--- src/scpb_pkg.sv ---
// ----------------------------------------------------------------------------
// scpb_pkg
// Types and constants shared by the swap command packet builder.
// ----------------------------------------------------------------------------
package scpb_pkg;

  localparam int CommandLengthDefault = 64;
  localparam int QueueDepth           = 2;
  localparam int FetchWords           = 6;

  localparam logic [31:0] HdrType0Fetch = 32'h0005_4800;
  localparam logic [31:0] HdrType3Swap  = 32'hC003_6400;
  localparam logic [31:0] SwapSignature = 32'h5041_5753;
  localparam logic [31:0] PadWord       = 32'h8000_0000;
  localparam logic [31:0] AddrLimit     = 32'hFFFF_FFFC;
  localparam logic [31:0] FrontMask     = 32'hFFFF_F000;
  localparam logic [1:0]  FetchType2D   = 2'd2;

  // Fixed word positions in the command buffer
  localparam logic [5:0] PosHdr0   = 6'd0;
  localparam logic [5:0] PosFetch0 = 6'd1;
  localparam logic [5:0] PosFetch5 = 6'd6;
  localparam logic [5:0] PosHdr3   = 6'd7;
  localparam logic [5:0] PosSig    = 6'd8;
  localparam logic [5:0] PosFront  = 6'd9;
  localparam logic [5:0] PosWidth  = 6'd10;
  localparam logic [5:0] PosHeight = 6'd11;

  localparam logic STATUS_OK     = 1'b0;
  localparam logic STATUS_REJECT = 1'b1;

  // One classified request waiting for the emitter
  typedef struct packed {
    logic                          reject;
    logic [31:0]                   buffer_address;
    logic [FetchWords-1:0][31:0]   fetch_word;
  } scpb_entry_t;

  // Queue handshake between front and back
  typedef struct packed {
    logic valid;
    logic ready;
  } scpb_flow_t;

endpackage

--- src/scpb_req_if.sv ---
// ----------------------------------------------------------------------------
// scpb_req_if
// Request channel: one swap request per word.
// ----------------------------------------------------------------------------
interface scpb_req_if;
  logic        valid;
  logic        ready;
  logic [31:0] buffer_address;
  logic [31:0] fetch_word_0;
  logic [31:0] fetch_word_1;
  logic [31:0] fetch_word_2;
  logic [31:0] fetch_word_3;
  logic [31:0] fetch_word_4;
  logic [31:0] fetch_word_5;
  logic [31:0] claimed_frontbuffer;
  logic [31:0] claimed_format;
  logic [31:0] colorspace;
  logic        sources_ok;

  modport source (
    output valid, buffer_address, fetch_word_0, fetch_word_1, fetch_word_2,
           fetch_word_3, fetch_word_4, fetch_word_5, claimed_frontbuffer,
           claimed_format, colorspace, sources_ok,
    input  ready
  );
  modport sink (
    input  valid, buffer_address, fetch_word_0, fetch_word_1, fetch_word_2,
           fetch_word_3, fetch_word_4, fetch_word_5, claimed_frontbuffer,
           claimed_format, colorspace, sources_ok,
    output ready
  );
endinterface

--- src/scpb_word_if.sv ---
// ----------------------------------------------------------------------------
// scpb_word_if
// Result channel: one command word or one reject result per word.
// ----------------------------------------------------------------------------
interface scpb_word_if;
  logic        valid;
  logic        ready;
  logic        status;
  logic [5:0]  word_index;
  logic [31:0] word_address;
  logic [31:0] word_value;
  logic        last;

  modport source (
    output valid, status, word_index, word_address, word_value, last,
    input  ready
  );
  modport sink (
    input  valid, status, word_index, word_address, word_value, last,
    output ready
  );
endinterface

--- src/scpb_front.sv ---
// ----------------------------------------------------------------------------
// scpb_front
// Accepts swap requests, runs the validity checks and packs a queue entry.
// ----------------------------------------------------------------------------
module scpb_front
  import scpb_pkg::*;
#(
  parameter int COMMAND_LENGTH = CommandLengthDefault
) (
  scpb_req_if.sink          req,
  output scpb_flow_t        push,
  input  logic              queue_ready,
  output scpb_entry_t       entry
);

  // Highest start address that keeps the last word at or below the limit
  localparam logic [31:0] AddrMax = AddrLimit - 32'((COMMAND_LENGTH - 1) * 4);

  logic [31:0] frontbuffer;
  logic [31:0] tex_format;
  logic        bad;

  // Classify the request
  always_comb begin
    frontbuffer = req.fetch_word_1 & FrontMask;
    tex_format  = {26'd0, req.fetch_word_1[5:0]};
    bad = !req.sources_ok
       || (req.buffer_address == 32'd0)
       || (req.buffer_address > AddrMax)
       || (req.fetch_word_0[1:0] != FetchType2D)
       || (frontbuffer == 32'd0)
       || (req.claimed_frontbuffer != frontbuffer)
       || (req.claimed_format != tex_format)
       || (req.colorspace != 32'd0);
  end

  // Pack the entry
  always_comb begin
    entry.reject         = bad;
    entry.buffer_address = req.buffer_address;
    entry.fetch_word[0]  = req.fetch_word_0;
    entry.fetch_word[1]  = req.fetch_word_1;
    entry.fetch_word[2]  = req.fetch_word_2;
    entry.fetch_word[3]  = req.fetch_word_3;
    entry.fetch_word[4]  = req.fetch_word_4;
    entry.fetch_word[5]  = req.fetch_word_5;
  end

  assign push      = '{valid: req.valid, ready: queue_ready};
  assign req.ready = queue_ready;

endmodule

--- src/scpb_queue.sv ---
// ----------------------------------------------------------------------------
// scpb_queue
// Short queue of classified requests between front and back.
// ----------------------------------------------------------------------------
module scpb_queue
  import scpb_pkg::*;
(
  input  logic        clk,
  input  logic        rst,
  input  scpb_flow_t  push,
  input  scpb_entry_t push_entry,
  output logic        full,
  output logic        empty,
  input  logic        pop,
  output scpb_entry_t head
);

  localparam int PtrW = (QueueDepth > 1) ? $clog2(QueueDepth) : 1;
  localparam int CntW = $clog2(QueueDepth + 1);

  scpb_entry_t           mem [QueueDepth];
  logic [PtrW-1:0]       wr_ptr;
  logic [PtrW-1:0]       rd_ptr;
  logic [CntW-1:0]       count;
  logic                  do_push;
  logic                  do_pop;

  assign full    = (count == CntW'(QueueDepth));
  assign empty   = (count == '0);
  assign do_push = push.valid && push.ready;
  assign do_pop  = pop && !empty;
  assign head    = mem[rd_ptr];

  // Store entries
  always_ff @(posedge clk) begin
    if (do_push) begin
      mem[wr_ptr] <= push_entry;
    end
  end

  // Advance pointers and count
  always_ff @(posedge clk) begin
    if (rst) begin
      wr_ptr <= '0;
      rd_ptr <= '0;
      count  <= '0;
    end else begin
      if (do_push) begin
        wr_ptr <= (wr_ptr == PtrW'(QueueDepth - 1)) ? '0 : wr_ptr + 1'b1;
      end
      if (do_pop) begin
        rd_ptr <= (rd_ptr == PtrW'(QueueDepth - 1)) ? '0 : rd_ptr + 1'b1;
      end
      case ({do_push, do_pop})
        2'b10:   count <= count + 1'b1;
        2'b01:   count <= count - 1'b1;
        default: count <= count;
      endcase
    end
  end

  a_no_overflow: assert property (@(posedge clk) disable iff (rst)
    full |-> !do_push)
    else $error("queue written while full");

  a_no_underflow: assert property (@(posedge clk) disable iff (rst)
    empty && !do_push |=> empty)
    else $error("queue count moved without a write");

  a_count_bound: assert property (@(posedge clk) disable iff (rst)
    count <= CntW'(QueueDepth))
    else $error("queue count beyond depth");

endmodule

--- src/scpb_back.sv ---
// ----------------------------------------------------------------------------
// scpb_back
// Walks the head entry and emits its command words, or one reject result.
// ----------------------------------------------------------------------------
module scpb_back
  import scpb_pkg::*;
#(
  parameter int COMMAND_LENGTH = CommandLengthDefault
) (
  input  logic          clk,
  input  logic          rst,
  input  logic          empty,
  input  scpb_entry_t   head,
  output logic          pop,
  scpb_word_if.source   word
);

  localparam logic [5:0] IdxLast = 6'(COMMAND_LENGTH - 1);

  logic [5:0]  idx;
  logic        advance;
  logic        head_done;
  logic [31:0] cur_value;
  logic [13:0] width_val;
  logic [13:0] height_val;

  // Status kept across requests
  logic [31:0] success_count;
  logic [31:0] failure_count;
  logic [31:0] last_buffer;
  logic [31:0] last_frontbuffer;
  logic [13:0] last_width;
  logic [13:0] last_height;

  assign advance    = !word.valid || word.ready;
  assign head_done  = head.reject || (idx == IdxLast);
  assign pop        = advance && !empty && head_done;
  assign width_val  = {1'b0, head.fetch_word[2][12:0]} + 14'd1;
  assign height_val = {1'b0, head.fetch_word[2][25:13]} + 14'd1;

  // Select the word at the current position
  always_comb begin
    if (idx == PosHdr0) begin
      cur_value = HdrType0Fetch;
    end else if (idx >= PosFetch0 && idx <= PosFetch5) begin
      cur_value = head.fetch_word[3'(idx - PosFetch0)];
    end else if (idx == PosHdr3) begin
      cur_value = HdrType3Swap;
    end else if (idx == PosSig) begin
      cur_value = SwapSignature;
    end else if (idx == PosFront) begin
      cur_value = head.fetch_word[1] & FrontMask;
    end else if (idx == PosWidth) begin
      cur_value = {18'd0, width_val};
    end else if (idx == PosHeight) begin
      cur_value = {18'd0, height_val};
    end else begin
      cur_value = PadWord;
    end
  end

  // Output register and word position
  always_ff @(posedge clk) begin
    if (rst) begin
      word.valid <= 1'b0;
      idx        <= '0;
    end else if (advance) begin
      word.valid <= !empty;
      if (!empty) begin
        idx <= head_done ? '0 : idx + 1'b1;
      end
    end
  end

  // Output payload
  always_ff @(posedge clk) begin
    if (advance && !empty) begin
      if (head.reject) begin
        word.status       <= STATUS_REJECT;
        word.word_index   <= '0;
        word.word_address <= '0;
        word.word_value   <= '0;
        word.last         <= 1'b1;
      end else begin
        word.status       <= STATUS_OK;
        word.word_index   <= idx;
        word.word_address <= head.buffer_address + {24'd0, idx, 2'b00};
        word.word_value   <= cur_value;
        word.last         <= (idx == IdxLast);
      end
    end
  end

  // Update counters on completion, and the last request only on success
  always_ff @(posedge clk) begin
    if (rst) begin
      success_count    <= '0;
      failure_count    <= '0;
      last_buffer      <= '0;
      last_frontbuffer <= '0;
      last_width       <= '0;
      last_height      <= '0;
    end else if (pop) begin
      if (head.reject) begin
        failure_count <= failure_count + 32'd1;
      end else begin
        success_count    <= success_count + 32'd1;
        last_buffer      <= head.buffer_address;
        last_frontbuffer <= head.fetch_word[1] & FrontMask;
        last_width       <= width_val;
        last_height      <= height_val;
      end
    end
  end

  a_index_step: assert property (@(posedge clk) disable iff (rst)
    word.valid && word.ready && !word.last |=>
      word.valid && (word.word_index == $past(word.word_index) + 6'd1))
    else $error("command word index did not advance by one");

  a_reject_shape: assert property (@(posedge clk) disable iff (rst)
    word.valid && (word.status == STATUS_REJECT) |->
      word.last && (word.word_value == 32'd0) && (word.word_address == 32'd0))
    else $error("malformed reject result");

  a_fail_count: assert property (@(posedge clk) disable iff (rst)
    pop && head.reject |=> failure_count == $past(failure_count) + 32'd1)
    else $error("failure count not advanced");

  a_ok_count: assert property (@(posedge clk) disable iff (rst)
    pop && !head.reject |=>
      (success_count == $past(success_count) + 32'd1)
      && (last_buffer == $past(head.buffer_address))
      && (last_frontbuffer[11:0] == 12'd0) && (last_width != 14'd0)
      && (last_height != 14'd0))
    else $error("success status not updated");

endmodule

--- src/swap_command_packet_builder.sv ---
// ----------------------------------------------------------------------------
// swap_command_packet_builder
// Checks a display swap request and emits its command buffer word by word.
// ----------------------------------------------------------------------------
// A request is accepted on its handshake and classified at once; a two-entry queue
// lets the next request come in while the emitter is busy. A valid request
// produces COMMAND_LENGTH command words, one per cycle while the receiver takes
// them, with index, byte address and value; a rejected request produces a single
// result with status set. The emitter puts out one word a cycle through its output
// register unless the receiver stalls it.
module swap_command_packet_builder
  import scpb_pkg::*;
#(
  parameter int COMMAND_LENGTH = CommandLengthDefault
) (
  input  logic        clk,
  input  logic        rst,
  scpb_req_if.sink    req,
  scpb_word_if.source cmd
);

  scpb_flow_t  push;
  scpb_entry_t push_entry;
  scpb_entry_t head;
  logic        full;
  logic        empty;
  logic        pop;

  scpb_front #(
    .COMMAND_LENGTH (COMMAND_LENGTH)
  ) u_front (
    .req         (req),
    .push        (push),
    .queue_ready (!full),
    .entry       (push_entry)
  );

  scpb_queue u_queue (
    .clk        (clk),
    .rst        (rst),
    .push       (push),
    .push_entry (push_entry),
    .full       (full),
    .empty      (empty),
    .pop        (pop),
    .head       (head)
  );

  scpb_back #(
    .COMMAND_LENGTH (COMMAND_LENGTH)
  ) u_back (
    .clk   (clk),
    .rst   (rst),
    .empty (empty),
    .head  (head),
    .pop   (pop),
    .word  (cmd)
  );

endmodule

--- src/flat_wrapper.sv ---
// flat-port wrapper written by rule: the top's interface ports become plain ports
module swap_command_packet_builder_flat import scpb_pkg::*;
#(
  parameter int COMMAND_LENGTH = CommandLengthDefault
)
  (clk, rst, req_valid, req_buffer_address, req_fetch_word_0, req_fetch_word_1, req_fetch_word_2, req_fetch_word_3, req_fetch_word_4, req_fetch_word_5, req_claimed_frontbuffer, req_claimed_format, req_colorspace, req_sources_ok, req_ready, cmd_valid, cmd_status, cmd_word_index, cmd_word_address, cmd_word_value, cmd_last, cmd_ready);
  scpb_req_if req_i ();
  scpb_word_if cmd_i ();
  input  logic clk;
  input  logic rst;
  input wire logic [$bits(req_i.valid)-1:0] req_valid;
  input wire logic [$bits(req_i.buffer_address)-1:0] req_buffer_address;
  input wire logic [$bits(req_i.fetch_word_0)-1:0] req_fetch_word_0;
  input wire logic [$bits(req_i.fetch_word_1)-1:0] req_fetch_word_1;
  input wire logic [$bits(req_i.fetch_word_2)-1:0] req_fetch_word_2;
  input wire logic [$bits(req_i.fetch_word_3)-1:0] req_fetch_word_3;
  input wire logic [$bits(req_i.fetch_word_4)-1:0] req_fetch_word_4;
  input wire logic [$bits(req_i.fetch_word_5)-1:0] req_fetch_word_5;
  input wire logic [$bits(req_i.claimed_frontbuffer)-1:0] req_claimed_frontbuffer;
  input wire logic [$bits(req_i.claimed_format)-1:0] req_claimed_format;
  input wire logic [$bits(req_i.colorspace)-1:0] req_colorspace;
  input wire logic [$bits(req_i.sources_ok)-1:0] req_sources_ok;
  output wire logic [$bits(req_i.ready)-1:0] req_ready;
  output wire logic [$bits(cmd_i.valid)-1:0] cmd_valid;
  output wire logic [$bits(cmd_i.status)-1:0] cmd_status;
  output wire logic [$bits(cmd_i.word_index)-1:0] cmd_word_index;
  output wire logic [$bits(cmd_i.word_address)-1:0] cmd_word_address;
  output wire logic [$bits(cmd_i.word_value)-1:0] cmd_word_value;
  output wire logic [$bits(cmd_i.last)-1:0] cmd_last;
  input wire logic [$bits(cmd_i.ready)-1:0] cmd_ready;
  assign req_i.valid = req_valid;
  assign req_i.buffer_address = req_buffer_address;
  assign req_i.fetch_word_0 = req_fetch_word_0;
  assign req_i.fetch_word_1 = req_fetch_word_1;
  assign req_i.fetch_word_2 = req_fetch_word_2;
  assign req_i.fetch_word_3 = req_fetch_word_3;
  assign req_i.fetch_word_4 = req_fetch_word_4;
  assign req_i.fetch_word_5 = req_fetch_word_5;
  assign req_i.claimed_frontbuffer = req_claimed_frontbuffer;
  assign req_i.claimed_format = req_claimed_format;
  assign req_i.colorspace = req_colorspace;
  assign req_i.sources_ok = req_sources_ok;
  assign req_ready = req_i.ready;
  assign cmd_valid = cmd_i.valid;
  assign cmd_status = cmd_i.status;
  assign cmd_word_index = cmd_i.word_index;
  assign cmd_word_address = cmd_i.word_address;
  assign cmd_word_value = cmd_i.word_value;
  assign cmd_last = cmd_i.last;
  assign cmd_i.ready = cmd_ready;
  swap_command_packet_builder #(.COMMAND_LENGTH(COMMAND_LENGTH)) u_core (.clk(clk), .rst(rst), .req(req_i), .cmd(cmd_i));
endmodule
--- config.mk ---
export PLATFORM = sky130hd
export DESIGN_NAME = swap_command_packet_builder_flat
export DESIGN_NICKNAME = d
export VERILOG_FILES = /design/src/scpb_pkg.sv /design/src/scpb_req_if.sv /design/src/scpb_word_if.sv /design/src/scpb_front.sv /design/src/scpb_queue.sv /design/src/scpb_back.sv /design/src/swap_command_packet_builder.sv /design/src/flat_wrapper.sv
export SDC_FILE = /design/constraint.sdc
export NUM_CORES = 1
export LEC_CHECK = 0
export BUFFER_PORTS_ARGS = -buffer_cell sky130_fd_sc_hd__buf_2
export CAP_MARGIN = 10
export CORE_MARGIN = 3
export CORE_UTILIZATION = 56
export DETAILED_ROUTE_END_ITERATION = 7
export PLACE_DENSITY = 0.8
export SYNTH_ARGS = -nofsm -noshare
export SYNTH_HDL_FRONTEND = slang
export SYNTH_SLANG_ARGS = --single-unit
--- constraint.sdc ---
create_clock -name clk -period 14.2 [get_ports clk]
set_input_delay 1.42 -clock clk [delete_from_list [all_inputs] [get_ports clk]]
set_output_delay 1.42 -clock clk [all_outputs]
set_load 0.1 [all_outputs]
==> results.toml <==
[placement]
io_buffer_count = 398
gp_congestion = 0.924
dp_hpwl_um = 42100
post_dp_cell_area_mm2 = 0.0256

[critical_path]
cp_max_fo = 65
r2r_end = "u_core.u_back.word.word_value[9]"
cp-end-kind = "register"
crit_arrival_ps = 4970
critPathKind = "register to register"
critPathLaunchType = "register"
crit_end = "u_core.u_back.word.word_value[9]"
worstPathRequired_ps = 14510
r2r_cells = 8
reg2reg_setup_slack_ps = 9540

[logic_synthesis]
yosysWarnings = 0
syn-cell-area_mm2 = 0.0231
yosys.cell_types.count = 75
yosys.area.top_type = "edfxtp_1"
synth_fp_nets = 1782
synth_ff_type = "edfxtp_1"
syn_area_per_cell_um2 = 16.0
synth_cells = 1442
ys_async_sr_fraction_pct = 0
ys_seq_area_share_pct = 68.8
synth_area_leaders = "edfxtp_1 (68%), mux4_2 (6.3%), mux2i_1 (3.1%)"
synth_top_area_share_pct = 67.8
synth.ff_latch_count = 534
synth-edff-count = 522

[status]
status = "finished, final reports clean"

[clock_tree]
clockBufferDepth = 3
postCtsSetupRepairBufs = 0
clock-sinks = 534
cts_made_buffers = 52
h-tree-depth = 2
cts_resized = 0
cts_tree = "done"
cts.clk_slew.worst_paths_ps = 60
clk_latency_ps = 600
root_buffer = "clkbuf_16"
cts_hold_buffers = 0

[finish]
final_common_cell = "edfxtp_1"
finish.instance_area_mm2 = 0.0272
syn2layout_area_growth_pct = 17.7
nets = 2182
fin_util_pct = 67.6
drive_above_1_share_pct = 32.5
nFillCells = 2755
final_cell_mix = "edfxtp_1 (522), buf_2 (398), nand2_1 (82), nor2_1 (76), mux2i_1 (71)"

[timing]
setup_viol = 0
tightestPinTransition_ps = 1090
report.final.slew_viol_count = 0
slew_headroom_pct = 27.4
finalHoldViolations = 0
fmax_ghz = 0.214
fin_crit_ps = 4660
setup_tns_ps = 0
fin_crit_sh_pct = 32.9
rsz0062_at_grt = "false"
fin_skew_ps = 29.8

[worst_hold_path]
min_path_cells = 2
hold_path_class = "register to register"

[power_and_ir_drop]
power.density_mw_per_mm2 = 191
vdd_drop_max_mv = 0.134
p_leak_nw = 9.53

[floorplan]
ios = 399
rows = 73
dieHeight_um = 209
coreArea_mm2 = 0.0403
die_x_um = 209
start_util_pct = 57.4
die-area_mm2 = 0.0438

[route]
post-route-drc-count = 0
drtIter0Drc = 1526
ant_nets = 0
wire_per_inst_um = 25.2
num_vias = 15000
vias_per_cell = 6.18
firstDrtPassIters = 5
wl_um = 60900

[global_route]
gr-total-overflow = 0
grt_usage_pct = 27.3
first_global_vias = 15000
antenna_found_initial = 13
grt_pass1_wl_um = 90100
grt_max_degree = 80

[job]
cap_violations = 0
## worst max-delay path, stage by stage, from the launching register on
cell and delay [ps]:
dfxtp_4 920, buf_4 690, buf_4 840, nand4_1 270, a222oi_1 820, nand2_2 150, xor2_1 210, a221oi_2 290
nor3_1 60
## registers in the layout, indices dropped and copies added (netlist names), named ones only
| name | flops |
|---|---|
| u_core.u_back.idx | 6 |
| u_core.u_back.word.last | 1 |
| u_core.u_back.word.status | 1 |
| u_core.u_back.word.valid | 1 |
| u_core.u_back.word.word_address | 32 |
| u_core.u_back.word.word_index | 6 |
| u_core.u_back.word.word_value | 32 |
| u_core.u_queue.count | 2 |
| u_core.u_queue.mem | 450 |
| u_core.u_queue.rd_ptr | 1 |
| u_core.u_queue.wr_ptr | 1 |
## how the worst min path moves through the flow
stage	start	end	slack [ps]
CTS	u_core.u_queue.rd_ptr	register	510
detailed placement	u_core.u_queue.rd_ptr	register	490
global route	u_core.u_queue.rd_ptr	register	540
global placement	u_core.u_queue.rd_ptr	register	480
floorplan	u_core.u_queue.rd_ptr	register	470
finish	u_core.u_queue.rd_ptr	register	520
## cells in the mapped netlist (11+ instances only)
master    instances
nor2_1           78
mux4_2           65
nor4_1           33
buf_2            13
nor2b_1          19
and2_1           11
xnor2_1          53
mux2i_1          71
ha_1             14
o21ai_0          39
mux2_2           40
nand4_1          27
nand2_1          82
clkbuf_1         27
nor3_1           19
dfxtp_1          12
a21oi_1          40
a22oi_1          19
a31oi_1          12
xor2_1           18
nand3_1          41
nand3b_1         12
a211oi_1         15
buf_4            13
edfxtp_1        522
## metal layers
layer / GRT usage [%] / vias up / routed length [µm]
met5: 0 / - / 32
met4: 11.9 / 6 / 2380
met3: 6.59 / 124 / 5940
met2: 41.7 / 811 / 29000
met1: 37.9 / 7443 / 23600
li1: - / 6584 / -
## cells by family (layout without fill, tap and decap cells)
| kind of cell | Yosys count | after routing | share of synthesized area (%) |
|---|---|---|---|
| simple gates | 367 | 367 | 8.52 |
| mux | 176 | 176 | 11.4 |
| flops | 534 | 534 | 68.8 |
| fa+ha+maj | 15 | 15 | 0.844 |
| other cells | 0 | 11 | 0 |
| buf+inv | 81 | 524 | 1.88 |
| compound gates | 198 | 198 | 5.88 |
| xor+xnor | 71 | 71 | 2.69 |
## report_power, final
group | leakage, nW | internal [mW] | switching, mW
clock network | 0.784 | 0.757 | 0.572
logic | 3.75 | 0.480 | 1.21
registers | 5.00 | 2.05 | 0.127
total | 9.53 | 3.28 | 1.91
## per-stage QoR
| stage | hold slack [ps] | setup WS (ps) | cells | total power, mW |
|---|---|---|---|---|
| 3_5_place_dp | 492 | 9480 | 2313 | 3.89 |
| 6_report | 516 | 9540 | 2421 | 5.19 |
| 4_1_cts | 511 | 9470 | 2410 | 5.21 |
| 2_1_floorplan | 472 | 2480 | 1442 | 3.50 |
| 3_3_place_gp | 484 | 9540 | 2313 | 3.85 |
| 5_1_grt | 542 | 9160 | 2421 | 5.39 |
## cell type report
type	count	area (µm²)	share of cell area (%)
multi-input cells	827	6820	25.0
inverters	12	45.0	0.165
repair buffers	415	2120	7.79
clock inverters	26	211	0.777
well taps	525	657	2.41
flip-flops and latches	534	15900	58.5
diodes	11	27.5	0.101
clock buffers	71	1430	5.23
No activity file was read; power rests on OpenSTA's default activity.
